[src/hdl/hsf_mul.sv]
// Shared 32x32 multiplier with a registered 64-bit product.
// Depends on nothing; used by the forward sequencer in the top level.
`default_nettype none
module hsf_mul (
	input  wire logic        clk,
	input  wire logic        en,
	input  wire logic [31:0] a,
	input  wire logic [31:0] b,
	output logic      [63:0] prod_q
);
	always_ff @(posedge clk) begin
		if (en) begin
			prod_q <= 64'(a) * 64'(b);
		end
	end
endmodule
`default_nettype wire

[config.mk]
export PLATFORM = sky130hd
export DESIGN_NAME = hsf_mul
export DESIGN_NICKNAME = d
export VERILOG_FILES = /design/src/hdl/hsf_mul.sv
export SDC_FILE = /design/constraint.sdc
export NUM_CORES = 2
export LEC_CHECK = 0
export BUFFER_PORTS_ARGS = -buffer_cell sky130_fd_sc_hd__buf_4
export CELL_PAD_IN_SITES_DETAIL_PLACEMENT = 1
export CELL_PAD_IN_SITES_GLOBAL_PLACEMENT = 1
export CORE_UTILIZATION = 41
export CTS_CLUSTER_SIZE = 30
export DETAILED_ROUTE_END_ITERATION = 16
export PLACE_DENSITY_LB_ADDON = 0.05
export SYNTH_ARGS = -nofsm -noshare
export SYNTH_HDL_FRONTEND = slang
export SYNTH_SLANG_ARGS = --single-unit
[constraint.sdc]
create_clock -name clk -period 12.5 [get_ports clk]
set_input_delay 2.5 -clock clk [delete_from_list [all_inputs] [get_ports clk]]
set_output_delay 2.5 -clock clk [all_outputs]
set_load 0.02 [all_outputs]
* Yosys cells after proc, flatten, opt, wreduce, memory -nomap -nowiden
Cells that the tools add are included.
Word-level totals: flip-flop bits (word level) 64, output and inout bits 64, word-level logic and storage cells 2, input port bits 66
Operators by class: multipliers 1
Operator list (count):
- 32-bit by 32-bit multiplier with 64-bit output | 1

* Depth between registers and ports, before layout
depth in word-level cells 1, depth in mapped cells 29, gate-level depth less buffers 27

* Least setup slack after synthesis
OpenSTA, ideal clock, no wires.
path type input -> register, from input port a[25], to register prod_q[62] (data pin), buffers on the path 2, stages on the path 25, setup time 262 ps, arrival time 9117 ps, required time 12238 ps, slack 3121 ps, path through clkbuf_1 -> nand2_1 -> fa_1 -> inv_1 -> fa_1 -> inv_1 -> fa_1 -> inv_1 -> fa_1 -> fa_1 -> fa_1 -> fa_1 -> inv_1 -> fa_1 -> inv_1 -> ha_1 -> buf_2 -> nand4_1 -> or4_1 -> or3_1 -> a31oi_1 -> a31o_2 -> a211oi_1 -> o21ai_1 -> xor2_1
Between the ends: longest elaborated chain between the ends 1
Ends and longest elaborated chain:
- from (decl) | line 7 | input wire logic [31:0] a,
- 32-bit by 32-bit multiplier with 64-bit output | line 13 | prod_q <= 64'(a) * 64'(b);
- to (signal assigned) | line 13
- to (decl) | line 9 | output logic [63:0] prod_q
Every way passes these cells. A chain may end at the register's enable or synchronous reset.

* Worst setup path in the final report
from input port b[24], to register prod_q[62] (data pin)
Between the ends: longest elaborated chain between the ends 1
Ends and longest elaborated chain:
- from (decl) | line 8 | input wire logic [31:0] b,
- 32-bit by 32-bit multiplier with 64-bit output | line 13
Every way passes these cells.

==> results by group <==
Logic synthesis
  – Most common flop cell mapped by yosys: edfxtp_1
  – Post-synth cell types: 57
  – Mapped Area: 35320 um^2
  – #FFs+latches synth: 64
  – Syn Nets: a little under 5k
  – Syn_area_per_cell: between 9 and 10 um^2
  – Seq/Total Area, Yosys: 5.442%
  – Asr flop ratio synth: 0%
  – Syn Inst Count: about 3.7k
  – EDFF count, synth: 64
  – Yosys Warn Count: 0

Place
  – Detail Placement HPWL: a little under 90 mm
  – IO Port Bufs: roughly 130
  – Placer congestion estimate: between 0.8 and 0.9

Drt
  – Vias per cell: between 5 and 6
  – Met3 WL: between 2 and 2.5 mm
  – First-pass DRT Iterations: 4
  – Residual DRC count: 0
  – ANT nets after route: 0
  – WL met2: 61.14 mm
  – Via count: 24.87k
  – Iter 0 DRT Violations: about 980
  – Top Metal Used: met4
  – Sum of routed wire segments on met1: approximately 45 mm
  – Final WL: around 110 mm
  – Wire length per cell: 23.45 um

Floorplanning
  – Die Y: approximately 300 um
  – I/O pins: 130
  – Starting density of the core: about 41%
  – Die area: slightly below 90000 um^2
  – FP Rows: ~110
  – Die X: 295.5 um
  – Core ar.: between 80000 and 90000 um^2

Clock tree
  – Clock-pin slew on the worst setup and hold paths: roughly 0.06 ns
  – Num CTS Buffers: 9
  – Post-CTS Resized: 0
  – Post-CTS Setup Bufs: 0
  – Clock Sinks: 64
  – CTS root buf: clkbuf_16
  – Hold-fix buffers, CTS: 0
  – H-tree lvl count: 3
  – Clock Path Buffers: 2
  – CTS tree: built

Critical path
  – Max FO, Critical Path: 32
  – Start point of the critical path: b[24]
  – Worst setup path class: input port to register
  – Required time of the worst setup path: about 13 ns
  – Slowest-stage cell, CP: fa_1
  – Crit path DAT: slightly above 10 ns
  – Worst-path cell chain: buf_4 -> nand2_1 -> fa_1 -> inv_1 -> fa_1 -> fa_1 -> fa_1 -> fa_1 -> fa_1 -> fa_1 -> inv_1 -> fa_1 -> inv_1 -> ha_1 -> nand4_1 -> or4_1 -> or3_1 -> a31oi_1 -> a31o_2 -> a211oi_1 -> o21ai_1 -> xor2_1
  – Setup crit start kind: input port
  – CP Capture Type: register
  – Most used cell, CP: fa_1
  – Max incr delay on CP: 0.62 ns

GRT
  – All-layer global routing usage: 27.24%
  – Grt total ovfl: 0
  – Largest net degree at the start of global routing: between 60 and 70
  – Antenna violations before repair: 2
  – First-pass GRT wire length: about 180 mm
  – Vias in the first global route: just under 30k

Timing
  – Period utilization: between 80% and 90%
  – Slew Viols, Final: 0
  – Fin. Hold Viols: 0
  – Setup violations, final: 0
  – Highest clock rate: 97.55 MHz
  – Rel. slew slack: a little over two fifths
  – Post-route minimum period: between 10 and 15 ns
  – TNS Setup: 0 ns
  – RSZ-0062 raised after global routing: no
  – Worst slew pin tran: 0.8463 ns

Finish
  – Nets@finish: between 4k and 5k
  – Layout cells sized above 1: under 10%
  – Largest reg by FF count: prod_q
  – Area grow syn2layout: 5.385%
  – Filler cell count: between 9k and 10k
  – Max reg flops: 64
  – Biggest regs: prod_q: 64 flops

Min path
  – Hold wc startpoint: en
  – Hold WC Path Type: input port to register

Run status
  – Status: finished, final reports clean

Job
  – Max cap viols: 0
## cells by family (layout without fill, tap and decap cells)
family	count (synthesis)	after routing	synth area share (%)
other	0	3	0
adder cells (fa/ha/maj)	1159	1159	60.11
AO/OA/AOI/OAI	202	202	4.078
multiplexers	1	1	0.02834
AND/OR/NAND/NOR	1177	1177	17.30
buffers and inverters	1085	1010	11.55
flip-flops	64	64	5.442
XOR/XNOR	60	60	1.488
## worst paths after layout
| kind | end | depth (start not counted) |
|---|---|---|
| hold / removal | prod_q[60] | 1 |
| setup / recovery | prod_q[62] | 22 |
## worst max-delay path: cells and delay by family
family / cells / cell delay (ns)
buf+inv: 4 / 0.62
fa+ha+maj: 9 / 4.56
compound gates: 4 / 1.22
xor+xnor: 1 / 0.10
simple gates: 4 / 1.30
## cell usage after synthesis (all sizes together) (2+ instances only)
master  instances  area (um^2)
nor3            7        35.03
or2             3        18.77
o221a           2        22.52
edfxtp         64         1922
a21o           40        300.3
nand2b          2        12.51
and4            3        26.28
a31oi          12        75.07
and2          602         3766
or3             3        18.77
buf             7        33.78
a211oi          3        22.52
o21bai         11        86.33
ha            263         3291
nand4          23        143.9
clkbuf        213        799.5
xnor2          35        306.5
o221ai          3        26.28
nor2           20        75.07
and3b           2        17.52
or4             3        22.52
nand3          10        50.05
a21boi          3        22.52
inv           865         3247
and3           14        87.58
o211ai          2        15.01
nand2         480         1802
a221oi          4        87.59
o21ai          26        130.1
a221o           4        40.04
a311oi          2        17.52
o31ai           5        78.82
o21a            9        67.56
a21oi          66        341.6
xor2           25        219.0
nor2b           2        12.51
fa            896        17940
## cell type report
cell class / instances / area [um^2] / share of cell area [%]
diodes: 3 / 7.507 / 0.02017
clock buffers: 9 / 225.2 / 0.6051
clock inverters: 7 / 102.6 / 0.2757
inverters: 865 / 3247 / 8.724
multi-input cells: 2599 / 29310 / 78.76
flip-flops and latches: 64 / 1922 / 5.164
well taps: 1144 / 1431 / 3.846
repair buffers: 129 / 968.4 / 2.602
## cell usage in the layout, fill, tap and decap left out, types with 4 or more instances in the layout
| cell type | n |
|---|---|
| buf_4 | 129 |
| and2_1 | 602 |
| edfxtp_1 | 64 |
| inv_1 | 865 |
| a21oi_1 | 63 |
| ha_1 | 263 |
| clkbuf_16 | 9 |
| xnor2_1 | 35 |
| xor2_1 | 25 |
| and3_1 | 14 |
| nand3_1 | 10 |
| nand4_1 | 23 |
| fa_1 | 896 |
| nor3_1 | 7 |
| nand2_1 | 480 |
| a31oi_1 | 12 |
| o21ai_0 | 21 |
| a221o_1 | 4 |
| o21ai_1 | 5 |
| nor2_1 | 20 |
| o21a_1 | 9 |
| o21bai_1 | 10 |
| a21o_1 | 40 |
## per-stage QoR
step	util [%]	hold slack (ns)	worst slack, ns	area [um^2]	cells
final	43.64	2.749	2.248	37220	4820
after global routing	43.63	2.780	1.971	37210	4817
after CTS	43.63	2.772	2.293	37210	4817
after detailed placement	43.25	2.931	1.933	36880	4801
after global placement	43.25	2.930	2.141	36880	4801
after floorplan	-	2.613	3.121	35320	3748
## metal layers
| layer | global-route usage (%) | up-vias |
|---|---|---|
| li1 | - | 10730 |
| met1 | 32.47 | 13560 |
| met2 | 50.81 | 395 |
| met3 | 1.894 | 181 |
| met4 | 10.60 | 0 |
| met5 | 0 | - |
Power is left out: the tool's default activity adds up to more than one toggle a clock period on the data nets, which glitch-free logic cannot reach.
