File: config.mk
export PLATFORM = sky130hd
export DESIGN_NAME = hsf_div
export DESIGN_NICKNAME = d
export VERILOG_FILES = /design/src/hdl/hsf_pkg.sv /design/src/hdl/hsf_div.sv
export SDC_FILE = /design/constraint.sdc
export NUM_CORES = 1
export LEC_CHECK = 0
export ABC_AREA = 1
export ABC_CLOCK_PERIOD_IN_PS = 10200
export BUFFER_PORTS_ARGS = -buffer_cell sky130_fd_sc_hd__buf_2
export CORE_UTILIZATION = 62
export CTS_CLUSTER_DIAMETER = 50
export CTS_CLUSTER_SIZE = 12
export DETAILED_ROUTE_END_ITERATION = 12
export PLACE_DENSITY = 0.93
export SYNTH_ARGS = -nofsm -noshare
export SYNTH_HDL_FRONTEND = slang
export SYNTH_SLANG_ARGS = --single-unit
export TNS_END_PERCENT = 10
File: constraint.sdc
create_clock -name clk -period 10.2 [get_ports clk]
set_clock_uncertainty 0.2 [all_clocks]
set_input_delay 1.53 -clock clk [delete_from_list [all_inputs] [get_ports clk]]
set_output_delay 1.53 -clock clk [all_outputs]
set_load 0.05 [all_outputs]
File: src/hdl/hsf_pkg.sv
// Shared types, codes and helpers for the scaled HMM forward block.
// Used by hmm_scaled_forward and hsf_div; depends on nothing.
`default_nettype none
package hsf_pkg;

	typedef enum logic [1:0] {
		OP_LOAD_TRANS = 2'd0,
		OP_LOAD_EMIT  = 2'd1,
		OP_SYMBOL     = 2'd2,
		OP_FINISH     = 2'd3
	} op_t;

	localparam logic KIND_SCALE = 1'b0;
	localparam logic KIND_FINAL = 1'b1;

	localparam logic [31:0] CELL_MAX = 32'hFFFF_FFFF;

	typedef enum logic [11:0] {
		S_IDLE     = 12'b0000_0000_0001,
		S_MAC_RD   = 12'b0000_0000_0010,
		S_MAC_MUL  = 12'b0000_0000_0100,
		S_MAC_ACC  = 12'b0000_0000_1000,
		S_EMI_RD   = 12'b0000_0001_0000,
		S_EMI_MUL  = 12'b0000_0010_0000,
		S_EMI_ACC  = 12'b0000_0100_0000,
		S_SCALE    = 12'b0000_1000_0000,
		S_DIV_RD   = 12'b0001_0000_0000,
		S_DIV_INIT = 12'b0010_0000_0000,
		S_DIV_RUN  = 12'b0100_0000_0000,
		S_DONE     = 12'b1000_0000_0000
	} state_t;

	// Status of the iterative divider as seen by the sequencer.
	typedef struct packed {
		logic busy;
		logic done;
	} div_status_t;

	// Saturate a wide unsigned value to one 32-bit cell.
	function automatic logic [31:0] sat_cell(input logic [63:0] v);
		sat_cell = (|v[63:32]) ? CELL_MAX : v[31:0];
	endfunction

	function automatic logic sat_flag(input logic [63:0] v);
		sat_flag = |v[63:32];
	endfunction

endpackage
`default_nettype wire

File: src/hdl/hsf_div.sv
// Restoring divider, one quotient bit per cycle, 32 quotient bits.
// Depends on hsf_pkg for the status struct.
`default_nettype none
module hsf_div (
	input  wire logic        clk,
	input  wire logic        arst_n,
	input  wire logic        start,
	input  wire logic [63:0] dividend,
	input  wire logic [31:0] divisor,
	output hsf_pkg::div_status_t status,
	output logic      [31:0] quot
);
	import hsf_pkg::*;

	logic [31:0] rem_q;
	logic [31:0] lo_q;
	logic [31:0] quo_q;
	logic [31:0] dvs_q;
	logic [4:0]  cnt_q;
	logic        busy_q;
	logic        done_q;
	logic [32:0] trial;
	logic        fits;

	// The caller guarantees the upper half is below the divisor, so the
	// remainder always fits in 32 bits.
	assign trial = {rem_q, lo_q[31]};
	assign fits  = trial >= 33'(dvs_q);

	always_ff @(posedge clk) begin
		if (start) begin
			rem_q <= dividend[63:32];
			lo_q  <= dividend[31:0];
			dvs_q <= divisor;
			quo_q <= '0;
		end else if (busy_q) begin
			rem_q <= fits ? 32'(trial - 33'(dvs_q)) : trial[31:0];
			lo_q  <= {lo_q[30:0], 1'b0};
			quo_q <= {quo_q[30:0], fits};
		end
	end

	always_ff @(posedge clk or negedge arst_n) begin
		if (!arst_n) begin
			busy_q <= 1'b0;
			done_q <= 1'b0;
			cnt_q  <= '0;
		end else begin
			done_q <= 1'b0;
			if (start) begin
				busy_q <= 1'b1;
				cnt_q  <= '0;
			end else if (busy_q) begin
				cnt_q <= cnt_q + 5'd1;
				if (cnt_q == 5'd31) begin
					busy_q <= 1'b0;
					done_q <= 1'b1;
				end
			end
		end
	end

	assign status.busy = busy_q;
	assign status.done = done_q;
	assign quot        = quo_q;
endmodule
`default_nettype wire

### Word-level counts from Yosys, hierarchy flattened

Index checks and enable logic that the tools add are counted.

* div/mod/pow operators: 0
* magnitude comparators: 1
* add/sub/neg operators: 2
* bitwise operators: 0
* multipliers: 0
* reduce and logical (&&, ||, !) cells: 1
* muxes and demuxes: 13
* shift operators: 0
* equal/unequal tests: 1

Operators by type and width (count)
* $mux W32: 5
* $ge A33 B32 Y1: 1
* $sub A32 B32 Y32: 1
* $mux W5: 2
* $mux W1: 6
* $add A5 B1 Y5 const B: 1
* $eq A5 B5 Y1 const B: 1
* $reduce_bool A2 Y1: 1

* memories: 0
* RAM bits: 0
* register bits after elaboration: 135
* input bits: 99
* bits in read-only memories: 0
* latch bits: 0

### Longest topological paths before layout

Gate-level depths: netlist of the first run.

* depth in word-level cells: 4
* depth in mapped cells: 17

### Least setup slack after synthesis of the first run

No wires, ideal clock.

* kind: input to register
* from: input start
* to: register lo_q[0] (enable)
* stages: 4
* setup slack: 5.681 ns
* setup time: 0.453 ns
* data arrival time: 3.866 ns
* path buffers: 2
* required time: 9.547 ns
* cells stage by stage: clkbuf_1 inv_2 nand2_1 buf_1

* word-level cells in the longest chain between the ends: 1

RTL lines
* start, declared: line hsf_div.sv:7 `input wire logic start,`
* $reduce_bool A2 Y1 (no line)
* end signal, assigned: line hsf_div.sv:33 `lo_q <= dividend[31:0];`
* end signal, assigned: line hsf_div.sv:38 `lo_q <= {lo_q[30:0], 1'b0};`
* end, declared: line hsf_div.sv:16 `logic [31:0] lo_q;`

Every way passes these cells.
A chain may end at the register's enable or synchronous reset.

### Final worst setup path of the first run

* from: input start
* to: register rem_q[25] (enable)

* word-level cells in the longest chain between the ends: 1

RTL lines
* $reduce_bool A2 Y1 (no line)
* end signal, assigned: line hsf_div.sv:32 `rem_q <= dividend[63:32];`
* end signal, assigned: line hsf_div.sv:37 `rem_q <= fits ? 32'(trial - 33'(dvs_q)) : trial[31:0];`
* end, declared: line hsf_div.sv:15 `logic [31:0] rem_q;`

Every way passes these cells.

==> parameters.txt, run 1 <==
Parameter                              Value

STA
  Final Setup Violations ... 0
  RSZ-0062 raised after global routing ... false
  Max-slew violation count ... 0
  Max transition margin ... 22.8%
  Setup_tns ... 0 ns
  Worst hold margin ... around 0.29 ns
  Hold Vio Cnt, Final ... 0
  Shortest clock period the worst path allows after layout ... 3.39 ns
  Worst-margin pin slew ... ~1.2 ns
  Highest clock frequency the design can meet ... 0.295 GHz
  Final clock period utilization by the worst path ... 33.2%

Floorplanning
  Starting utilization of the core area ... 64.3%
  Placeable Area ... 12,700 um^2
  Die area ... approximately 14,000 um^2
  Top-level I/O count ... around 130
  Horiz. Die Dim ... 117 um
  Height of the die ... 117 um
  Number of standard-cell rows in the floorplan ... between 40 and 50

Worst setup path
  Slack of the worst reg-to-reg path ... 7.31 ns
  Critical path required time ... 10.03 ns
  WS Path Type ... in -> reg
  CP Max Fanout ... between 90 and 100
  Endpoint class of the critical path ... flop
  Worst path max stage delay ... 0.94 ns
  Slowest CP cell ... sky130_fd_sc_hd__nand2_4
  Capture point of the worst path ... rem_q[25]
  Critical path origin ... start
  Worst reg2reg path endpoint ... rem_q[26]
  Kind of start point of the critical path ... input port
  Worst R2R Path Depth ... 12
  Critical path, cell by cell ... buf_4 > inv_2 > nand2_4
  RR Startpoint ... rem_q[2]
  Data arrival, critical path ... 3.22 ns

Synth
  Number of enable-type register cells in the synthesized netlist ... 96
  Biggest area contributors in the synthesized netlist ... sky130_fd_sc_hd__edfxtp_1 35%, sky130_fd_sc_hd__nand2_1 19%, sky130_fd_sc_hd__inv_1 8.8%
  Most used DFF post-synth ... sky130_fd_sc_hd__edfxtp_1
  Synth top area share ... a little over a third
  Cell area after technology mapping ... roughly 8000 um^2
  Synth warnings ... 0
  Synthesized net count ... ~1,200
  Number of library cell types mapped by synthesis ... 39
  Biggest area consumer among synthesized cells ... sky130_fd_sc_hd__edfxtp_1
  Gate count after technology mapping ... ~1,100
  Synthesized area per cell ... roughly 7.5 um^2
  Post-synthesis sequential element count ... between 100 and 150
  Register area share after synthesis ... a little under half
  Async S/R FF share, synth ... around 5.2%

GRT
  Largest net degree at the start of global routing ... 96
  Wire length of the first global-routing pass ... roughly 33,000 um
  Via count of the first global-routing pass ... 7,043
  Remaining Overflow, GRT ... 0
  Number of antenna violations at the first check in global routing ... 0
  Overall track demand over capacity in global routing ... 31.9%

Clock tree
  Clk sink count ... about 140
  Number of instances resized during post-cts repair ... 0
  Clock latency of the later-clocked register in the worst-skew pair ... ~0.42 ns
  Total setup buffers inserted after CTS ... 0
  Number of buffers inserted by hold repair at cts ... 0
  CTS tree ... done
  Root Driver ... sky130_fd_sc_hd__clkbuf_16
  Clock H-tree levels ... 4
  Buffers from clock root to sink, at most ... 2
  Clock buffer count from CTS ... 17
  Clock-pin slew on the worst setup and hold paths ... roughly 0.07 ns

Final layout
  # diodes ... 0
  Share of final-layout standard cells stronger than drive strength 1 ... roughly 16%
  Layout area overhead ... 16.1%
  Filler cells ... slightly below 1,000
  Most common library cell in the layout ignoring fill and taps ... sky130_fd_sc_hd__nand2_1
  Final std cells w/o fill ... ~1,400
  Final-stage net count ... around 1,300
  Commonest cells after routing, fill and taps aside ... 424 x sky130_fd_sc_hd__nand2_1, 192 x sky130_fd_sc_hd__inv_1, 131 x sky130_fd_sc_hd__buf_2

Detailed routing
  First-pass iteration count of the detailed router ... 6
  Detailed router's first-iteration violation count ... around 840
  Final routed wire length divided by cell count ... 14.7 um
  DRC ... 0
  Total via count after detailed routing ... 7,455
  Average vias per placed instance ... 5.34
  Final Routed Wirelength ... a little over 20,000 um
  Post-route ant nets ... 0

Placed design
  IO Port Bufs ... between 100 and 150
  Final GP Congestion ... roughly 0.95
  Detailed Place HPWL ... roughly 14,000 um
  Number of placed instances, taps included ... between 1,000 and 1,500

Worst hold path
  Source of the worst hold timing path ... quot[7]
  Hold crit path type ... reg -> reg

Power and ir drop
  Power per standard cell area ... ~260 nW/um^2
  Design Power ... around 2.5 mW
  Static leakage ... 5.03 nW
  Worst VDD drop ... approximately 130 uV

Run
  Number of maximum-capacitance violations ... 0

Status
  Status ... complete, no violations
[per-stage QoR]
step                worst slack, ns  util (%)  area, um^2
floorplan                      5.68         -        8180
global placement               6.43      70.0        8900
detailed placement             6.36      70.0        8900
CTS                            6.81      74.7        9500
global route                   6.60      74.7        9500
finish                         6.81      74.7        9500
[cells in the mapped netlist (2+ instances only)]
library cell / n
sky130_fd_sc_hd__nand2_1: 425
sky130_fd_sc_hd__clkinv_1: 3
sky130_fd_sc_hd__buf_6: 5
sky130_fd_sc_hd__nand4_1: 10
sky130_fd_sc_hd__xnor2_1: 14
sky130_fd_sc_hd__nor2_1: 43
sky130_fd_sc_hd__nor2_2: 5
sky130_fd_sc_hd__nand2_2: 9
sky130_fd_sc_hd__edfxtp_1: 96
sky130_fd_sc_hd__clkbuf_1: 17
sky130_fd_sc_hd__nor3_1: 6
sky130_fd_sc_hd__nand3b_1: 26
sky130_fd_sc_hd__inv_2: 6
sky130_fd_sc_hd__dfrtp_1: 7
sky130_fd_sc_hd__a21oi_1: 18
sky130_fd_sc_hd__ha_1: 34
sky130_fd_sc_hd__inv_1: 191
sky130_fd_sc_hd__buf_2: 8
sky130_fd_sc_hd__buf_4: 2
sky130_fd_sc_hd__dfxtp_1: 32
sky130_fd_sc_hd__and2_1: 3
sky130_fd_sc_hd__nand3_1: 77
sky130_fd_sc_hd__o21ai_0: 7
sky130_fd_sc_hd__a21oi_2: 2
sky130_fd_sc_hd__o22ai_1: 30
[per-layer routing]
layer	part of all wire (%)	up-vias	track usage (%)	wire length [um]
met5	0	-	0	0
met4	2.3	0	12.6	472
met3	7.9	47	6.59	1630
li1	-	3676	-	-
met2	48	343	54.5	9930
met1	41	3389	39.8	8500
[cell type report]
class	instances	area (um^2)	share of cell area, %
Sequential cell	135	3700	38.9
Multi-Input combinational cell	722	3560	37.5
Inverter	200	751	7.90
Timing Repair Buffer	134	678	7.14
Clock buffer	19	475	5.00
Tap cell	172	215	2.26
Clock inverter	13	124	1.30
[where the power goes]
| part | leakage (nW) | switching, mW | internal (mW) |
|---|---|---|---|
| Combinational | 3.37 | 0.722 | 0.389 |
| Clock | 0.303 | 0.265 | 0.352 |
| Sequential | 1.36 | 0.0470 | 0.696 |
[cells by family after synthesis]
group	synth area share, %
buffers and inverters	11.4
AO/OA/AOI/OAI	4.45
flip-flops	45.2
XOR/XNOR	1.50
AND/OR/NAND/NOR	32.0
adder cells (fa/ha/maj)	5.44
[worst max-delay path, delay by kind of cell]
family                 cells  cell delay (ns)
AND/OR/NAND/NOR            1             0.94
buffers and inverters      2             0.69
[worst min-delay path by stage]
| stage | end | slack (ns) | depth (start not counted) |
|---|---|---|---|
| 2_1_floorplan | cnt_q[4] | 0.28 | 2 |
| 3_3_place_gp | quot[31] | 0.27 | 2 |
| 3_5_place_dp | quot[13] | 0.28 | 2 |
| 4_1_cts | quot[7] | 0.29 | 2 |
| 5_1_grt | quot[2] | 0.32 | 2 |
| 6_report | quot[7] | 0.29 | 2 |
[flip-flops by register name, summed over array words and instances (netlist names)]
signal	flops
busy_q	1
cnt_q	5
done_q	1
dvs_q	32
lo_q	32
quot	32
rem_q	32
Note: power is estimated with default switching activity, not from simulation.
==> run 2: changes to the inputs <==
Settings changed: ABC_AREA 1 to 0, ABC_CLOCK_PERIOD_IN_PS 10200 to 3300, CORE_UTILIZATION 62 to 56, PLACE_DENSITY 0.93 to 0.87.
Clock period 10.2 ns to 3.3 ns, I/O delays scaled along.
==> run 2 against run 1 <==
Compared with the run above: the run now ends with negative setup slack left; first-iteration DRC count shrank 48%; largest power group unchanged; routed wire length shrank 17%; clock power grew to 3.0 times the previous value; sequential power grew to 3.2 times the previous value; critical endpoint is now rem_q[1]; hold slack lost 0.25 ns; critical path depth grew 9; total power grew to 3.3 times the previous value; setup slack lost 6.8 ns.
==> parameters.txt, run 2 <==
Parameter                              Value

STA
  RSZ-0062 raised after global routing ... true
  Final clock period utilization by the worst path ... 100%
  Final Setup Violations ... 1
  Shortest clock period the worst path allows after layout ... ~3.3 ns
  Worst-margin pin slew ... 0.587 ns
  Max transition margin ... between 60 and 70%
  Setup_tns ... -0.0150 ns
  Hold Vio Cnt, Final ... 0
  Worst hold margin ... a little under 0.04 ns
  Max-slew violation count ... 0
  Smallest setup slack after layout ... -0.0150 ns
  Highest clock frequency the design can meet ... roughly 0.30 GHz

Placed design
  IO Port Bufs ... ~130
  Cell Area, Placed ... between 8000 and 9000 um^2
  Detailed Place HPWL ... roughly 11,000 um
  Number of placed instances, taps included ... between 900 and 1,000
  Final GP Congestion ... between 0.8 and 0.9

Clock tree
  CTS tree ... done
  Clk sink count ... 135
  Clock latency of the later-clocked register in the worst-skew pair ... around 0.43 ns
  Clock H-tree levels ... 4
  Buffers from clock root to sink, at most ... 2
  Root Driver ... sky130_fd_sc_hd__clkbuf_16
  Clock buffer count from CTS ... 17
  Clock-pin slew on the worst setup and hold paths ... 0.06 ns

Detailed routing
  First-pass iteration count of the detailed router ... 5
  Final Routed Wirelength ... around 17,000 um
  DRC ... 0
  Detailed router's first-iteration violation count ... approximately 440
  Final routed wire length divided by cell count ... 17.0 um
  Total via count after detailed routing ... roughly 5,700
  Average vias per placed instance ... between 5 and 6
  Post-route ant nets ... 0

Synth
  Largest family of logic cells by synthesized area ... compound AO/OA/AOI/OAI gates
  Synthesized net count ... between 700 and 800
  Biggest area contributors in the synthesized netlist ... sky130_fd_sc_hd__edfxtp_1 40%, sky130_fd_sc_hd__dfxtp_1 8.9%, sky130_fd_sc_hd__mux2i_1 7.3%
  Async S/R FF share, synth ... roughly 5.2%
  Post-synthesis adder-cell area fraction ... under 10%
  Area share of and/or/nand/nor cells after synthesis ... just under 10%
  Synth warnings ... 0
  Biggest area consumer among synthesized cells ... sky130_fd_sc_hd__edfxtp_1
  Post-synthesis sequential element count ... approximately 140
  Post-synthesis xor/xnor area fraction ... about 3.4%
  Synth top area share ... between 30% and 40%
  Gate count after technology mapping ... ~650
  Top cells by count, synth ... 96 x sky130_fd_sc_hd__edfxtp_1, 71 x sky130_fd_sc_hd__nor2_1, 62 x sky130_fd_sc_hd__a21oi_1
  Fraction of synthesized area in multiplexers ... between 10% and 20%
  Synthesized area per cell ... ~11 um^2
  Number of enable-type register cells in the synthesized netlist ... 96
  Most used DFF post-synth ... sky130_fd_sc_hd__edfxtp_1
  Cell area after technology mapping ... ~7200 um^2
  Number of library cell types mapped by synthesis ... 63
  Leading cell type by number of instances after synthesis ... sky130_fd_sc_hd__edfxtp_1
  Area fraction in compound gates after synthesis ... between 10% and 20%
  Register area share after synthesis ... between 50 and 60%

Final layout
  Share of final-layout standard cells stronger than drive strength 1 ... between 30% and 40%
  Commonest cells after routing, fill and taps aside ... 131 x sky130_fd_sc_hd__buf_2, 96 x sky130_fd_sc_hd__edfxtp_1, 71 x sky130_fd_sc_hd__nor2_1
  Final-stage net count ... roughly 950
  Layout Utilization ... between 70% and 80%
  Most common library cell in the layout ignoring fill and taps ... sky130_fd_sc_hd__buf_2
  Final std cells w/o fill ... 997
  Filler cells ... approximately 880
  # diodes ... 0
  Layout area overhead ... 25.3%
  Summed area of non-filler cells in the final layout ... between 9000 and 10,000 um^2

GRT
  Largest net degree at the start of global routing ... between 100 and 150
  Wire length of the first global-routing pass ... between 20,000 and 30,000 um
  Remaining Overflow, GRT ... 0
  Via count of the first global-routing pass ... around 5,600
  Overall track demand over capacity in global routing ... between 20 and 30%
  Number of antenna violations at the first check in global routing ... 0

Power and ir drop
  Worst VDD drop ... ~490 uV
  Static leakage ... 4.29 nW
  Power per standard cell area ... around 900 nW/um^2

Floorplanning
  Starting utilization of the core area ... 57.2%
  Height of the die ... ~120 um
  Placeable Area ... 12,600 um^2
  Top-level I/O count ... roughly 130
  Number of standard-cell rows in the floorplan ... ~40
  Die area ... 13,400 um^2
  Horiz. Die Dim ... ~120 um

Worst setup path
  Slowest CP cell ... sky130_fd_sc_hd__a311o_2
  Kind of start point of the critical path ... flop
  CP Buf/Inv Count ... 2
  CP Max Fanout ... 8
  CP top delay family ... compound AO/OA/AOI/OAI gates
  Slack of the worst reg-to-reg path ... -0.01 ns
  Endpoint class of the critical path ... flop
  Worst path max stage delay ... ~0.47 ns
  Data arrival, critical path ... between 3 and 4 ns
  Critical path required time ... about 3.3 ns
  Critical path, cell by cell ... ha_1 > buf_4 > o21ai_1 > o211ai_1 > a221o_1 > a21oi_2 > nand2_2 > a311o_2 > nand2_4 > buf_4 > mux2i_1 > o21ai_1
  WS Path Type ... reg -> reg

Worst hold path
  Hold crit path type ... in -> reg

Run
  Number of maximum-capacitance violations ... 0

Status
  Violations in the final reports ... negative setup slack
  Status ... complete, but fails checks
[run 2: area by class of cell]
| class | count | area (um^2) | share of cell area (%) |
|---|---|---|---|
| Tap cell | 172 | 215 | 2.38 |
| Inverter | 41 | 154 | 1.70 |
| Clock inverter | 13 | 134 | 1.48 |
| Timing Repair Buffer | 175 | 1050 | 11.6 |
| Clock buffer | 19 | 454 | 5.02 |
| Sequential cell | 135 | 3700 | 40.9 |
| Multi-Input combinational cell | 442 | 3340 | 36.9 |
[run 2: final timing paths]
| path | startpoint | cells past startpoint | endpoint |
|---|---|---|---|
| setup / recovery | rem_q[14] | 12 | rem_q[1] |
| hold / removal | divisor[26] | 1 | dvs_q[26] |
| setup reg to reg | rem_q[14] | 12 | rem_q[1] |
| hold reg to reg | quot[31] | 2 | quot[31] |
| max in group asynchronous | arst_n | 2 | busy_q |
| min in group asynchronous | arst_n | 2 | cnt_q[1] |
[run 2: cell families after synthesis]
family	count (synthesis)
simple gates	150
compound gates	142
flops	135
mux	85
buf+inv	71
fa+ha+maj	35
xor+xnor	28
[run 2: stage by stage]
| stage | total power, mW | setup WS (ns) |
|---|---|---|
| 2_1_floorplan | 4.79 | 0.208 |
| 3_3_place_gp | 5.47 | 0.0460 |
| 3_5_place_dp | 5.62 | -0.0743 |
| 4_1_cts | 7.66 | -0.0938 |
| 5_1_grt | 8.48 | -0.121 |
| 6_report | 8.06 | -0.0150 |
[run 2: timing repair]
action                                 4_1_cts  5_1_grt
buffers inserted                             4        9
pin swaps                                    3       19
resized for setup                            4       17
hold buffers                                 1        0
gates cloned                                 1        1
endpoints found under the hold margin        7        0
setup endpoints to repair                   23       32
[run 2: power breakdown]
| group | switching, mW | total, mW | internal [mW] |
|---|---|---|---|
| registers | 0.171 | 2.36 | 2.19 |
| clock network | 0.776 | 1.88 | 1.10 |
| logic | 2.02 | 3.81 | 1.80 |
| total | 2.97 | 8.06 | 5.09 |
[run 2: routing by layer]
metal	part of all wire, %	track usage, %	vias to the layer above	wire [um]
met5	0	0	-	0
met4	3.6	12.7	0	608
met3	7.4	7.90	66	1260
met2	49	43.6	268	8310
met1	40	29.5	2665	6760
li1	-	-	2696	-
